<file path="src/rtl/core/whcol_pkg.sv">
package whcol_pkg;

  // The fraction is carried in Q1.16 so that it can reach one; the hue travels as h3 below.
  localparam int FRAC_BITS = 16;
  localparam int ONE_Q16 = 65536;

  localparam int HSL_BITS = 9;
  localparam int CFG_INDEX_BITS = 2;

  typedef enum logic [CFG_INDEX_BITS-1:0] {
    REG_MAX_WEIGHT = 2'd0,
    REG_LIGHTNESS  = 2'd1,
    REG_SATURATION = 2'd2
  } reg_index_t;

  typedef struct packed {
    logic [FRAC_BITS:0] frac;
    logic               clipped;
  } frac_t;

  // h3 is three times the hue, in units of 1/196608 of a turn.
  typedef struct packed {
    logic [FRAC_BITS:0] h3;
    logic               clipped;
  } hue_t;

  // HSL terms in units of 1/65536: p and the ramp height q - p.
  typedef struct packed {
    logic [FRAC_BITS:0] p;
    logic [FRAC_BITS:0] diff;
  } hsl_t;

endpackage

</file>
<file path="src/rtl/core/whcol_weight_if.sv">
interface whcol_weight_if #(
  parameter int WEIGHT_BITS = 16
) ();
  logic                   valid;
  logic                   ready;
  logic [WEIGHT_BITS-1:0] weight;

  modport source (output valid, output weight, input ready);
  modport sink (input valid, input weight, output ready);
endinterface

</file>
<file path="src/rtl/core/whcol_color_if.sv">
interface whcol_color_if #(
  parameter int COLOR_BITS = 8
) ();
  logic                  valid;
  logic                  ready;
  logic [COLOR_BITS-1:0] red;
  logic [COLOR_BITS-1:0] green;
  logic [COLOR_BITS-1:0] blue;
  logic                  clipped;

  modport source (output valid, output red, output green, output blue, output clipped,
                  input ready);
  modport sink (input valid, input red, input green, input blue, input clipped,
                output ready);
endinterface

</file>
<file path="src/rtl/core/whcol_cfg_if.sv">
interface whcol_cfg_if #(
  parameter int DATA_BITS = 16
) ();
  logic                                 valid;
  logic                                 ready;
  logic [whcol_pkg::CFG_INDEX_BITS-1:0] index;
  logic [DATA_BITS-1:0]                 data;

  modport source (output valid, output index, output data, input ready);
  modport sink (input valid, input index, input data, output ready);
endinterface

</file>
<file path="src/rtl/core/weight_heatmap_hsl_color_core.sv">
// Weight to heatmap color: one weight in, one RGB triple out per transfer.
// Pipeline: 24 register stages, 17 in the one-bit-per-stage divider, 3 for the hue and
// 4 for the channels. Throughput: one item per clock while the color side is ready;
// each stage advances whenever its successor frees up.
// Reset (rst, synchronous): empties the pipeline and loads max_weight 65535, lightness 128
// and saturation 205; the HSL terms derived from them settle through the ls, q and p/diff registers.
module weight_heatmap_hsl_color_core #(
  parameter int WEIGHT_BITS = 16,
  parameter int COLOR_BITS = 8
) (
  input logic                 clk,
  input logic                 rst,
  whcol_weight_if.sink        weight_ch,
  whcol_color_if.source       color_ch,
  whcol_cfg_if.sink           cfg
);

  localparam logic [WEIGHT_BITS-1:0] MAXW_RESET = WEIGHT_BITS'(32'hFFFF);
  localparam logic [whcol_pkg::HSL_BITS-1:0] LIGHT_RESET = whcol_pkg::HSL_BITS'(128);
  localparam logic [whcol_pkg::HSL_BITS-1:0] SAT_RESET = whcol_pkg::HSL_BITS'(205);
  localparam logic [whcol_pkg::FRAC_BITS:0] FRAC_ONE = 17'(whcol_pkg::ONE_Q16);
  // Largest 3 * hue: the hue at fraction zero is 0.6 of a turn.
  localparam logic [whcol_pkg::FRAC_BITS:0] HUE3_MAX = 17'(117966);

  logic [WEIGHT_BITS-1:0]          max_weight;
  logic [whcol_pkg::HSL_BITS-1:0]  lightness;
  logic [whcol_pkg::HSL_BITS-1:0]  saturation;

  logic               div_valid;
  logic               div_ready;
  whcol_pkg::frac_t   frac;
  logic               hue_valid;
  logic               hue_ready;
  whcol_pkg::hue_t    hue;
  whcol_pkg::hsl_t    hsl;

  assign cfg.ready = 1'b1;

  always_ff @(posedge clk) begin
    if (rst) begin
      max_weight <= MAXW_RESET;
      lightness  <= LIGHT_RESET;
      saturation <= SAT_RESET;
    end else if (cfg.valid) begin
      unique case (cfg.index)
        whcol_pkg::REG_MAX_WEIGHT: max_weight <= cfg.data[WEIGHT_BITS-1:0];
        whcol_pkg::REG_LIGHTNESS:  lightness <= cfg.data[whcol_pkg::HSL_BITS-1:0];
        whcol_pkg::REG_SATURATION: saturation <= cfg.data[whcol_pkg::HSL_BITS-1:0];
        default: ;
      endcase
    end
  end

  whcol_div #(
    .WEIGHT_BITS(WEIGHT_BITS)
  ) u_div (
    .clk        (clk),
    .rst        (rst),
    .in_valid   (weight_ch.valid),
    .in_ready   (weight_ch.ready),
    .weight     (weight_ch.weight),
    .max_weight (max_weight),
    .out_valid  (div_valid),
    .out_ready  (div_ready),
    .result     (frac)
  );

  whcol_hue u_hue (
    .clk        (clk),
    .rst        (rst),
    .in_valid   (div_valid),
    .in_ready   (div_ready),
    .frac       (frac),
    .lightness  (lightness),
    .saturation (saturation),
    .out_valid  (hue_valid),
    .out_ready  (hue_ready),
    .hue        (hue),
    .hsl        (hsl)
  );

  whcol_chan #(
    .COLOR_BITS(COLOR_BITS)
  ) u_chan (
    .clk       (clk),
    .rst       (rst),
    .in_valid  (hue_valid),
    .in_ready  (hue_ready),
    .hue       (hue),
    .hsl       (hsl),
    .out_valid (color_ch.valid),
    .out_ready (color_ch.ready),
    .red       (color_ch.red),
    .green     (color_ch.green),
    .blue      (color_ch.blue),
    .clipped   (color_ch.clipped)
  );

  // The fraction never exceeds one, and a clipped item always carries exactly one.
  a_frac_range: assert property (@(posedge clk) disable iff (rst)
    div_valid |-> (frac.frac <= FRAC_ONE) && (!frac.clipped || frac.frac == FRAC_ONE))
    else $error("fraction out of range or clipped item without a saturated fraction");

  a_hue_range: assert property (@(posedge clk) disable iff (rst)
    hue_valid |-> (hue.h3 <= HUE3_MAX))
    else $error("hue beyond 0.6 of a turn");

  // Back-pressure at the input can only come from a full pipeline stalled at the output.
  a_stall_origin: assert property (@(posedge clk) disable iff (rst)
    !weight_ch.ready |-> (color_ch.valid && !color_ch.ready && hue_valid && div_valid))
    else $error("input stalled while the pipeline had room");

endmodule

</file>
<file path="src/rtl/core/whcol_div.sv">
module whcol_div #(
  parameter int WEIGHT_BITS = 16
) (
  input  logic                   clk,
  input  logic                   rst,
  input  logic                   in_valid,
  output logic                   in_ready,
  input  logic [WEIGHT_BITS-1:0] weight,
  input  logic [WEIGHT_BITS-1:0] max_weight,
  output logic                   out_valid,
  input  logic                   out_ready,
  output whcol_pkg::frac_t       result
);

  localparam int QB = whcol_pkg::FRAC_BITS;
  localparam int N = QB + 1;

  typedef struct packed {
    logic [WEIGHT_BITS-1:0] rem;
    logic [QB-1:0]          quo;
    logic                   zero;
    logic                   sat;
    logic                   clip;
  } div_stage_t;

  div_stage_t     st [N];
  logic [N-1:0]   vld;
  logic [N-1:0]   en;
  logic [N-1:0]   vld_in;
  logic           max_zero;
  logic           at_max;

  // A stage takes new data when it is empty or its successor moves on.
  assign en[N-1] = !vld[N-1] || out_ready;
  for (genvar k = 0; k < N - 1; k++) begin : g_en
    assign en[k] = !vld[k] || en[k+1];
  end

  assign vld_in = {vld[N-2:0], in_valid};

  always_ff @(posedge clk) begin
    if (rst) begin
      vld <= '0;
    end else begin
      for (int k = 0; k < N; k++) begin
        if (en[k]) begin
          vld[k] <= vld_in[k];
        end
      end
    end
  end

  assign max_zero = (max_weight == '0);
  assign at_max = (weight >= max_weight);

  always_ff @(posedge clk) begin
    if (en[0]) begin
      st[0].rem  <= (max_zero || at_max) ? '0 : weight;
      st[0].quo  <= '0;
      st[0].zero <= max_zero;
      st[0].sat  <= at_max && !max_zero;
      st[0].clip <= (weight > max_weight) && !max_zero;
    end
  end

  // Restoring division: each stage after the first resolves one quotient bit of w * 2^16 / max.
  for (genvar k = 1; k < N; k++) begin : g_step
    logic [WEIGHT_BITS:0] r2;
    logic [WEIGHT_BITS:0] sub;
    logic                 ge;

    assign r2 = {st[k-1].rem, 1'b0};
    assign sub = r2 - {1'b0, max_weight};
    assign ge = (r2 >= {1'b0, max_weight});

    always_ff @(posedge clk) begin
      if (en[k]) begin
        st[k].rem  <= ge ? sub[WEIGHT_BITS-1:0] : r2[WEIGHT_BITS-1:0];
        st[k].quo  <= {st[k-1].quo[QB-2:0], ge};
        st[k].zero <= st[k-1].zero;
        st[k].sat  <= st[k-1].sat;
        st[k].clip <= st[k-1].clip;
      end
    end
  end

  assign in_ready = en[0];
  assign out_valid = vld[N-1];

  always_comb begin
    if (st[N-1].zero) begin
      result.frac = '0;
    end else if (st[N-1].sat) begin
      result.frac = (QB + 1)'(whcol_pkg::ONE_Q16);
    end else begin
      result.frac = {1'b0, st[N-1].quo};
    end
    result.clipped = st[N-1].clip;
  end

endmodule

</file>
<file path="src/rtl/core/whcol_hue.sv">
module whcol_hue (
  input  logic                              clk,
  input  logic                              rst,
  input  logic                              in_valid,
  output logic                              in_ready,
  input  whcol_pkg::frac_t                  frac,
  input  logic [whcol_pkg::HSL_BITS-1:0]    lightness,
  input  logic [whcol_pkg::HSL_BITS-1:0]    saturation,
  output logic                              out_valid,
  input  logic                              out_ready,
  output whcol_pkg::hue_t                   hue,
  output whcol_pkg::hsl_t                   hsl
);

  localparam int N = 3;
  localparam int QB = whcol_pkg::FRAC_BITS;
  localparam int XB = QB + 2;
  // floor(x / 5) == (x * RECIP5) >> RECIP5_SHIFT for every x below 2^18.
  localparam logic [XB-1:0] RECIP5 = XB'(209716);
  localparam int RECIP5_SHIFT = 20;
  localparam logic [whcol_pkg::HSL_BITS-1:0] HSL_ONE = whcol_pkg::HSL_BITS'(256);
  localparam logic [whcol_pkg::HSL_BITS-1:0] HSL_HALF = whcol_pkg::HSL_BITS'(128);

  logic [N-1:0]      vld;
  logic [N-1:0]      en;
  logic [N-1:0]      vld_in;
  logic [N-1:0]      clip;

  logic [QB:0]       inv;
  logic [XB-1:0]     x_next;
  logic [XB-1:0]     x_r;
  logic [2*XB-1:0]   prod;
  logic [QB-1:0]     h_r;
  logic [QB:0]       h3_r;

  logic [whcol_pkg::HSL_BITS-1:0] l_c;
  logic [whcol_pkg::HSL_BITS-1:0] s_c;
  logic [17:0]       ls_full;
  logic [QB:0]       ls_r;
  logic [9:0]        ls_sum;
  logic [18:0]       q_hi;
  logic [18:0]       q_lo;
  logic [QB:0]       q_next;
  logic [QB:0]       q_r;
  logic [17:0]       p_full;
  logic [17:0]       diff_full;
  logic [QB:0]       p_r;
  logic [QB:0]       diff_r;

  assign en[N-1] = !vld[N-1] || out_ready;
  for (genvar k = 0; k < N - 1; k++) begin : g_en
    assign en[k] = !vld[k] || en[k+1];
  end

  assign vld_in = {vld[N-2:0], in_valid};

  always_ff @(posedge clk) begin
    if (rst) begin
      vld <= '0;
    end else begin
      for (int k = 0; k < N; k++) begin
        if (en[k]) begin
          vld[k] <= vld_in[k];
        end
      end
    end
  end

  // Hue is 0.6 * (1 - fraction): x = 3 * (1 - F) + 2, then a divide by five.
  assign inv = (QB + 1)'(whcol_pkg::ONE_Q16) - frac.frac;
  assign x_next = {inv, 1'b0} + {1'b0, inv} + XB'(2);
  assign prod = (2 * XB)'(x_r) * (2 * XB)'(RECIP5);

  always_ff @(posedge clk) begin
    if (en[0]) begin
      x_r     <= x_next;
      clip[0] <= frac.clipped;
    end
    if (en[1]) begin
      h_r     <= prod[RECIP5_SHIFT +: QB];
      clip[1] <= clip[0];
    end
    if (en[2]) begin
      h3_r    <= {h_r, 1'b0} + {1'b0, h_r};
      clip[2] <= clip[1];
    end
  end

  // The HSL terms follow the registers through ls_r, q_r and p_r/diff_r, a chain far
  // shorter than the divider ahead of this block, so every item sees settled values.
  assign l_c = (lightness > HSL_ONE) ? HSL_ONE : lightness;
  assign s_c = (saturation > HSL_ONE) ? HSL_ONE : saturation;
  assign ls_full = 18'(l_c) * 18'(s_c);
  assign ls_sum = 10'(l_c) + 10'(s_c);
  assign q_hi = {1'b0, ls_sum, 8'b0} - 19'(ls_r);
  assign q_lo = 19'({l_c, 8'b0}) + 19'(ls_r);
  assign q_next = (l_c < HSL_HALF) ? q_lo[QB:0] : q_hi[QB:0];
  assign p_full = {l_c, 9'b0} - 18'(q_r);
  assign diff_full = {q_r, 1'b0} - {l_c, 9'b0};

  always_ff @(posedge clk) begin
    ls_r   <= ls_full[QB:0];
    q_r    <= q_next;
    p_r    <= p_full[QB:0];
    diff_r <= diff_full[QB:0];
  end

  assign in_ready = en[0];
  assign out_valid = vld[N-1];
  assign hue.h3 = h3_r;
  assign hue.clipped = clip[N-1];
  assign hsl.p = p_r;
  assign hsl.diff = diff_r;

endmodule

</file>
<file path="src/rtl/core/whcol_chan.sv">
module whcol_chan #(
  parameter int COLOR_BITS = 8
) (
  input  logic                  clk,
  input  logic                  rst,
  input  logic                  in_valid,
  output logic                  in_ready,
  input  whcol_pkg::hue_t       hue,
  input  whcol_pkg::hsl_t       hsl,
  output logic                  out_valid,
  input  logic                  out_ready,
  output logic [COLOR_BITS-1:0] red,
  output logic [COLOR_BITS-1:0] green,
  output logic [COLOR_BITS-1:0] blue,
  output logic                  clipped
);

  localparam int N = 4;
  localparam int QB = whcol_pkg::FRAC_BITS;
  localparam int LANES = 3;
  localparam int SIXTH3 = 32768;
  localparam int HALF3 = 98304;
  localparam int TWOTHIRD3 = 131072;
  localparam int SW = 32 + COLOR_BITS;
  localparam logic [SW-1:0] ROUND = SW'(1) << 30;
  localparam logic [COLOR_BITS:0] MAXC = {1'b0, {COLOR_BITS{1'b1}}};

  logic [N-1:0]            vld;
  logic [N-1:0]            en;
  logic [N-1:0]            vld_in;
  logic [N-1:0]            clip;

  logic [QB+1:0]           h3x;
  logic [QB+1:0]           t [LANES];
  logic [QB-1:0]           d_r [LANES];
  logic [31:0]             prod_r [LANES];
  logic [31:0]             v_r [LANES];
  logic [COLOR_BITS-1:0]   c_r [LANES];

  // Position on the trapezoid: rising edge, flat top, falling edge, floor.
  // The channel is p + (q - p) * d / one-sixth, so the flat top is d = one-sixth.
  function automatic logic [QB-1:0] ramp_pos(input logic [QB+1:0] pos);
    logic [QB+1:0] back;
    back = (QB + 2)'(TWOTHIRD3) - pos;
    if (pos < (QB + 2)'(SIXTH3)) begin
      ramp_pos = pos[QB-1:0];
    end else if (pos < (QB + 2)'(HALF3)) begin
      ramp_pos = QB'(SIXTH3);
    end else if (pos < (QB + 2)'(TWOTHIRD3)) begin
      ramp_pos = back[QB-1:0];
    end else begin
      ramp_pos = '0;
    end
  endfunction

  assign en[N-1] = !vld[N-1] || out_ready;
  for (genvar k = 0; k < N - 1; k++) begin : g_en
    assign en[k] = !vld[k] || en[k+1];
  end

  assign vld_in = {vld[N-2:0], in_valid};

  always_ff @(posedge clk) begin
    if (rst) begin
      vld <= '0;
    end else begin
      for (int k = 0; k < N; k++) begin
        if (en[k]) begin
          vld[k] <= vld_in[k];
        end
      end
    end
  end

  always_ff @(posedge clk) begin
    if (en[0]) begin
      clip[0] <= hue.clipped;
    end
    for (int k = 1; k < N; k++) begin
      if (en[k]) begin
        clip[k] <= clip[k-1];
      end
    end
  end

  // Red sits a third of a turn ahead of green, blue a third behind (wrapped).
  assign h3x = {1'b0, hue.h3};
  assign t[0] = h3x + (QB + 2)'(whcol_pkg::ONE_Q16);
  assign t[1] = h3x;
  assign t[2] = (h3x >= (QB + 2)'(whcol_pkg::ONE_Q16)) ?
                h3x - (QB + 2)'(whcol_pkg::ONE_Q16) : h3x + (QB + 2)'(TWOTHIRD3);

  for (genvar i = 0; i < LANES; i++) begin : g_lane
    logic [32:0]   mul;
    logic [SW-1:0] sc;
    logic [COLOR_BITS:0] ctop;

    assign mul = 33'(hsl.diff) * 33'(d_r[i]);
    // v * maxc is v * 2^COLOR_BITS - v.
    assign sc = {v_r[i], {COLOR_BITS{1'b0}}} - SW'(v_r[i]) + ROUND;
    assign ctop = sc[SW-1:31];

    always_ff @(posedge clk) begin
      if (en[0]) begin
        d_r[i] <= ramp_pos(t[i]);
      end
      if (en[1]) begin
        prod_r[i] <= mul[31:0];
      end
      if (en[2]) begin
        v_r[i] <= prod_r[i] + {hsl.p[15:0], 15'b0} + {hsl.p[QB], 31'b0};
      end
      if (en[3]) begin
        c_r[i] <= (ctop > MAXC) ? MAXC[COLOR_BITS-1:0] : ctop[COLOR_BITS-1:0];
      end
    end
  end

  assign in_ready = en[0];
  assign out_valid = vld[N-1];
  assign red = c_r[0];
  assign green = c_r[1];
  assign blue = c_r[2];
  assign clipped = clip[N-1];

endmodule

</file>
<file path="src/flat_wrapper.sv">
// flat-port wrapper written by rule: the top's interface ports become plain ports
module weight_heatmap_hsl_color_core_flat 
#(
  parameter int WEIGHT_BITS = 16,
  parameter int COLOR_BITS = 8
)
  (clk, rst, weight_ch_valid, weight_ch_weight, weight_ch_ready, color_ch_valid, color_ch_red, color_ch_green, color_ch_blue, color_ch_clipped, color_ch_ready, cfg_valid, cfg_index, cfg_data, cfg_ready);
  whcol_weight_if #(.WEIGHT_BITS(WEIGHT_BITS)) weight_ch_i ();
  whcol_color_if #(.COLOR_BITS(COLOR_BITS)) color_ch_i ();
  whcol_cfg_if cfg_i ();
  input logic clk;
  input logic rst;
  input wire logic [$bits(weight_ch_i.valid)-1:0] weight_ch_valid;
  input wire logic [$bits(weight_ch_i.weight)-1:0] weight_ch_weight;
  output wire logic [$bits(weight_ch_i.ready)-1:0] weight_ch_ready;
  output wire logic [$bits(color_ch_i.valid)-1:0] color_ch_valid;
  output wire logic [$bits(color_ch_i.red)-1:0] color_ch_red;
  output wire logic [$bits(color_ch_i.green)-1:0] color_ch_green;
  output wire logic [$bits(color_ch_i.blue)-1:0] color_ch_blue;
  output wire logic [$bits(color_ch_i.clipped)-1:0] color_ch_clipped;
  input wire logic [$bits(color_ch_i.ready)-1:0] color_ch_ready;
  input wire logic [$bits(cfg_i.valid)-1:0] cfg_valid;
  input wire logic [$bits(cfg_i.index)-1:0] cfg_index;
  input wire logic [$bits(cfg_i.data)-1:0] cfg_data;
  output wire logic [$bits(cfg_i.ready)-1:0] cfg_ready;
  assign weight_ch_i.valid = weight_ch_valid;
  assign weight_ch_i.weight = weight_ch_weight;
  assign weight_ch_ready = weight_ch_i.ready;
  assign color_ch_valid = color_ch_i.valid;
  assign color_ch_red = color_ch_i.red;
  assign color_ch_green = color_ch_i.green;
  assign color_ch_blue = color_ch_i.blue;
  assign color_ch_clipped = color_ch_i.clipped;
  assign color_ch_i.ready = color_ch_ready;
  assign cfg_i.valid = cfg_valid;
  assign cfg_i.index = cfg_index;
  assign cfg_i.data = cfg_data;
  assign cfg_ready = cfg_i.ready;
  weight_heatmap_hsl_color_core #(.WEIGHT_BITS(WEIGHT_BITS), .COLOR_BITS(COLOR_BITS)) u_core (.clk(clk), .rst(rst), .weight_ch(weight_ch_i), .color_ch(color_ch_i), .cfg(cfg_i));
endmodule
</file>
<file path="config.mk">
export PLATFORM = sky130hd
export DESIGN_NAME = weight_heatmap_hsl_color_core_flat
export DESIGN_NICKNAME = d
export VERILOG_FILES = /design/src/rtl/core/whcol_pkg.sv /design/src/rtl/core/whcol_weight_if.sv /design/src/rtl/core/whcol_color_if.sv /design/src/rtl/core/whcol_cfg_if.sv /design/src/rtl/core/weight_heatmap_hsl_color_core.sv /design/src/rtl/core/whcol_div.sv /design/src/rtl/core/whcol_hue.sv /design/src/rtl/core/whcol_chan.sv /design/src/flat_wrapper.sv
export SDC_FILE = /design/constraint.sdc
export NUM_CORES = 2
export LEC_CHECK = 0
export BUFFER_PORTS_ARGS = -buffer_cell sky130_fd_sc_hd__buf_2
export CORE_MARGIN = 5
export CORE_UTILIZATION = 45
export DETAILED_ROUTE_END_ITERATION = 7
export PLACE_DENSITY = 0.58
export SLEW_MARGIN = 20
export SYNTH_ARGS = -nofsm -noshare
export SYNTH_HDL_FRONTEND = slang
export SYNTH_SLANG_ARGS = --single-unit
</file>
<file path="constraint.sdc">
create_clock -name clk -period 7.89 [get_ports clk]
set_clock_uncertainty 0.05 [all_clocks]
set_input_delay 0.3945 -clock clk [delete_from_list [all_inputs] [get_ports clk]]
set_output_delay 0.3945 -clock clk [all_outputs]
set_load 0.02 [all_outputs]
</file>
==> out/results.md <==
| Metric | Reported | Unit |
|---|---|---|
| Run status | finished clean | - |
| Number of buffers added on ports | 65 | - |
| Global routing usage summed across all routing layers | 0.213 | - |
| Synthesized area | 0.0834 | mm2 |
| Total Negative Setup Slacks | 0 | ns |
| Xor-xnor portion of the synthesized cell area | 0.0414 | - |
| Max Cap Violations | 0 | - |
| Share of the synthesized area in compound gates (AO/OA/AOI/OAI) | 0.0894 | - |
| Die X | 440 | um |
| Beginning of the worst hold path | color_ch_ready | - |
| Chip Height | 440 | um |
| Sequential element share of the synthesized area | 0.303 | - |
| Clk root buf | sky130_fd_sc_hd__clkbuf_16 | - |
| Core box area | 0.185 | mm2 |
| Clock transition at path regs | 0.06 | ns |
| Dominant combinational cell family by area after synthesis | adder cells | - |
| Post-Route Hold Slack | 0.0616 | ns |
| Count of boundary I/O pins | 67 | - |
| Type of the setup path with the least slack | flip-flop to flip-flop | - |
| Synth Area per Inst | 10.2 | um2 |
| Crit path launch | u_core.u_chan.d_r[0][23] | - |
| Basic-gate share of the synthesized area counting and, or, nand and nor cells | 0.136 | - |
| Via density per instance | 5.35 | - |
| Largest area contributor in the synthesized netlist | sky130_fd_sc_hd__edfxtp_1 | - |
| Clock insertion delay at the later pin of the skew report | 0.73 | ns |
| Final hold viol count | 0 | - |
| Final critical path time including I/O delays and setup | 7.24 | ns |
| First-pass GRT wire length | 327 | mm |
| Clock buffers created by TritonCTS | 101 | - |
| Startpoint of the most critical register-to-register path | u_core.u_chan.d_r[0][23] | - |
| Total half-perimeter wirelength after legalization and detailed placement | 160 | mm |
| Arithmetic-cell share of the synthesized area counting full adders, half adders and majority gates | 0.335 | - |
| Detailed-route via count | 58,100 | - |
| Worst-Margin Slew | 1.07 | ns |
| Max Clock Freq | 138 | MHz |
| Level count of the clock H-tree | 3 | - |
| Crit path max fanout | 16 | - |
| Final weighted congestion of routability-driven global placement | 0.880 | - |
| Worst rel slew slack | 0.282 | - |
| Number of setup violations in the final report | 0 | - |
| Maximum number of pins on one net before global-route repair | 64 | - |
| Number of enable-type register cells in the synthesized netlist | 759 | - |
| Area of the die | 0.194 | mm2 |
| CP arrival | 7.64 | ns |
| Area contributors post-synth | sky130_fd_sc_hd__edfxtp_1 (27%), sky130_fd_sc_hd__fa_1 (18%), sky130_fd_sc_hd__ha_1 (16%), sky130_fd_sc_hd__inv_1 (5.8%), sky130_fd_sc_hd__nand2_1 (3.3%) | - |
| Share of post-route cells with drive strength above 1 | 0.0692 | - |
| Yosys top cell area share | 0.273 | - |
| Row cnt | 158 | - |
| Overall overflow remaining after global route | 0 | - |
| Top_reg_cell synth | sky130_fd_sc_hd__edfxtp_1 | - |
| Commonest cells after routing, fill and taps aside | sky130_fd_sc_hd__inv_1 (1,280), sky130_fd_sc_hd__ha_1 (1,038), sky130_fd_sc_hd__edfxtp_1 (759) | - |
| Final cell count without fillers | 10,900 | - |
| Number of clock sinks | 883 | - |
| 1st-iter DRT viols | 3,174 | - |
| Net count after synthesis | 10,000 | - |
| Hold WC Path Type | primary input to flip-flop | - |
| Most common cell after layout, fill and taps aside | sky130_fd_sc_hd__inv_1 | - |
| Unrepaired setup endpoints after global routing | false | - |
| Fin nets | 10,100 | - |
| Final wirelength | 206 | mm |
| Post-layout utilization of the core | 0.490 | - |
| Number of global-route vias before repair | 59,800 | - |
| Number of warning messages in the yosys log | 0 | - |
| Worst EP required | 8.29 | ns |
| Number of remaining DRC errors | 0 | - |
| Remaining antenna violation count after routing | 0 | - |
| Critical path launch point type | flip-flop | - |
| Pre-Repair DR Iteration Count | 6 | - |
| #FFs+latches synth | 883 | - |
| Ys async rst share | 0 | - |
| Cell variety after synth | 79 | - |
| Detailed-route wire length per cell | 19.0 | um |
| Endpoint class of the critical path | flip-flop | - |
| Final worst path period share | 0.918 | - |
| CTS tree | built | - |
| Antenna violations before repair | 2 | - |
| Initial Util | 0.451 | - |
| Deepest clock path buffer count | 3 | - |
| Count of pins over their slew limit | 0 | - |
| Post-CTS setup-driven buffer insertion count | 0 | - |
| Number of instances in the synthesized netlist | 8,210 | - |
| Fraction of synthesized area in multiplexers | 0.0272 | - |
| Syn-to-layout area delta | 8.72 | % |
| Cell count after placement | 10,600 | - |
-- cell type report --
class                   count  area [um2]
diodes                      3        7.51
multi-input cells        5837       52500
well taps                2480        3100
flip-flops and latches    883       25300
fillers                 17000       94200
clock buffers             127        2850
clock inverters            61         726
repair buffers            187        1320
inverters                1285        4830
-- sequential cells by signal (all words and copies together), names as in the netlist, 4 cells and up --
name,flops
u_core.u_div.vld,17
u_core.u_hue.diff_r,15
u_core.u_div.st,443
u_core.max_weight,16
u_core.u_chan.prod_r,93
u_core.u_chan.vld,4
u_core.u_chan.clip,4
u_core.u_chan.d_r,48
u_core.u_hue.p_r,17
u_core.u_hue.q_r,17
u_core.u_chan.v_r,93
u_core.u_hue.h3_r,17
u_core.u_hue.h_r,16
u_core.lightness,9
u_core.u_hue.ls_r,17
u_core.u_chan.c_r,24
u_core.saturation,9
u_core.u_hue.x_r,18
-- Yosys cell counts (26+ instances only) --
library cell,n
sky130_fd_sc_hd__nor4_1,29
sky130_fd_sc_hd__edfxtp_1,759
sky130_fd_sc_hd__and3_1,60
sky130_fd_sc_hd__o21ai_0,252
sky130_fd_sc_hd__nor2_1,423
sky130_fd_sc_hd__nand3_1,115
sky130_fd_sc_hd__ha_1,1038
sky130_fd_sc_hd__dfxtp_1,124
sky130_fd_sc_hd__nand2_1,738
sky130_fd_sc_hd__clkbuf_1,184
sky130_fd_sc_hd__a21o_1,109
sky130_fd_sc_hd__fa_1,746
sky130_fd_sc_hd__mux2i_1,36
sky130_fd_sc_hd__or3_1,67
sky130_fd_sc_hd__a31oi_1,26
sky130_fd_sc_hd__a21boi_0,41
sky130_fd_sc_hd__nor3_1,165
sky130_fd_sc_hd__a211oi_1,50
sky130_fd_sc_hd__a21oi_1,307
sky130_fd_sc_hd__mux2_2,169
sky130_fd_sc_hd__and2_1,392
sky130_fd_sc_hd__o21bai_1,45
sky130_fd_sc_hd__nor2b_1,86
sky130_fd_sc_hd__a211o_1,40
sky130_fd_sc_hd__xnor2_1,276
sky130_fd_sc_hd__inv_1,1282
sky130_fd_sc_hd__xor2_1,118
sky130_fd_sc_hd__nand2b_1,69
sky130_fd_sc_hd__a2111oi_0,27
sky130_fd_sc_hd__nand4_1,70
sky130_fd_sc_hd__or2_2,29
sky130_fd_sc_hd__o21a_1,60
-- through the flow --
step                instance area, um2  worst slack (ns)
floorplan                        83400              1.23
global placement                 86700             0.816
detailed placement               86700             0.682
CTS                              90600             0.686
global route                     90600             0.204
finish                           90600             0.649
-- worst paths after layout --
path | endpoint | slack [ns] | cells after the start
setup reg to reg | u_core.u_chan.prod_r[0][62] | 0.65 | 20
hold / removal | u_core.u_chan.vld[3] | 0.06 | 4
setup / recovery | u_core.u_chan.prod_r[0][62] | 0.65 | 20
hold reg to reg | u_core.u_hue.diff_r[4] | 0.35 | 0
-- worst max-delay path: stages, from the launching register on --
cell and delay, ns:
sky130_fd_sc_hd__edfxtp_1 0.72, sky130_fd_sc_hd__nand2_1 0.19, sky130_fd_sc_hd__fa_1 0.58, sky130_fd_sc_hd__inv_1 0.06, sky130_fd_sc_hd__fa_1 0.48, sky130_fd_sc_hd__fa_1 0.52
sky130_fd_sc_hd__fa_1 0.54, sky130_fd_sc_hd__fa_1 0.55, sky130_fd_sc_hd__inv_1 0.05, sky130_fd_sc_hd__fa_1 0.53, sky130_fd_sc_hd__inv_1 0.04, sky130_fd_sc_hd__ha_1 0.35
sky130_fd_sc_hd__o21ai_0 0.36, sky130_fd_sc_hd__a21oi_1 0.17, sky130_fd_sc_hd__a21o_1 0.21, sky130_fd_sc_hd__a21oi_1 0.25, sky130_fd_sc_hd__o21ai_0 0.23, sky130_fd_sc_hd__a221o_1 0.42
sky130_fd_sc_hd__o31ai_1 0.31, sky130_fd_sc_hd__mux2i_1 0.22, sky130_fd_sc_hd__o2111ai_1 0.14
-- cells by family after synthesis --
kind of cell    Yosys count
compound gates         1141
xor+xnor                394
fa+ha+maj              1784
buf+inv                1490
flops                   883
mux                     205
other cells               1
simple gates           2312
-- routing by layer --
metal,wire [um],track usage,vias up,share of wire
li1,-,-,27900,-
met1,85800,0.262,28700,0.42
met2,104000,0.385,1101,0.51
met3,7370,0.0253,336,0.036
met4,8600,0.0790,0,0.042
met5,0,0,-,0
-- timing repair --
item	in CTS	in global routing
resized for setup	0	0
endpoints found under the hold margin	50	0
hold buffers	33	0
Power is not shown: default switching activity piles up to over one toggle a cycle in this logic, so the estimate is an artifact.
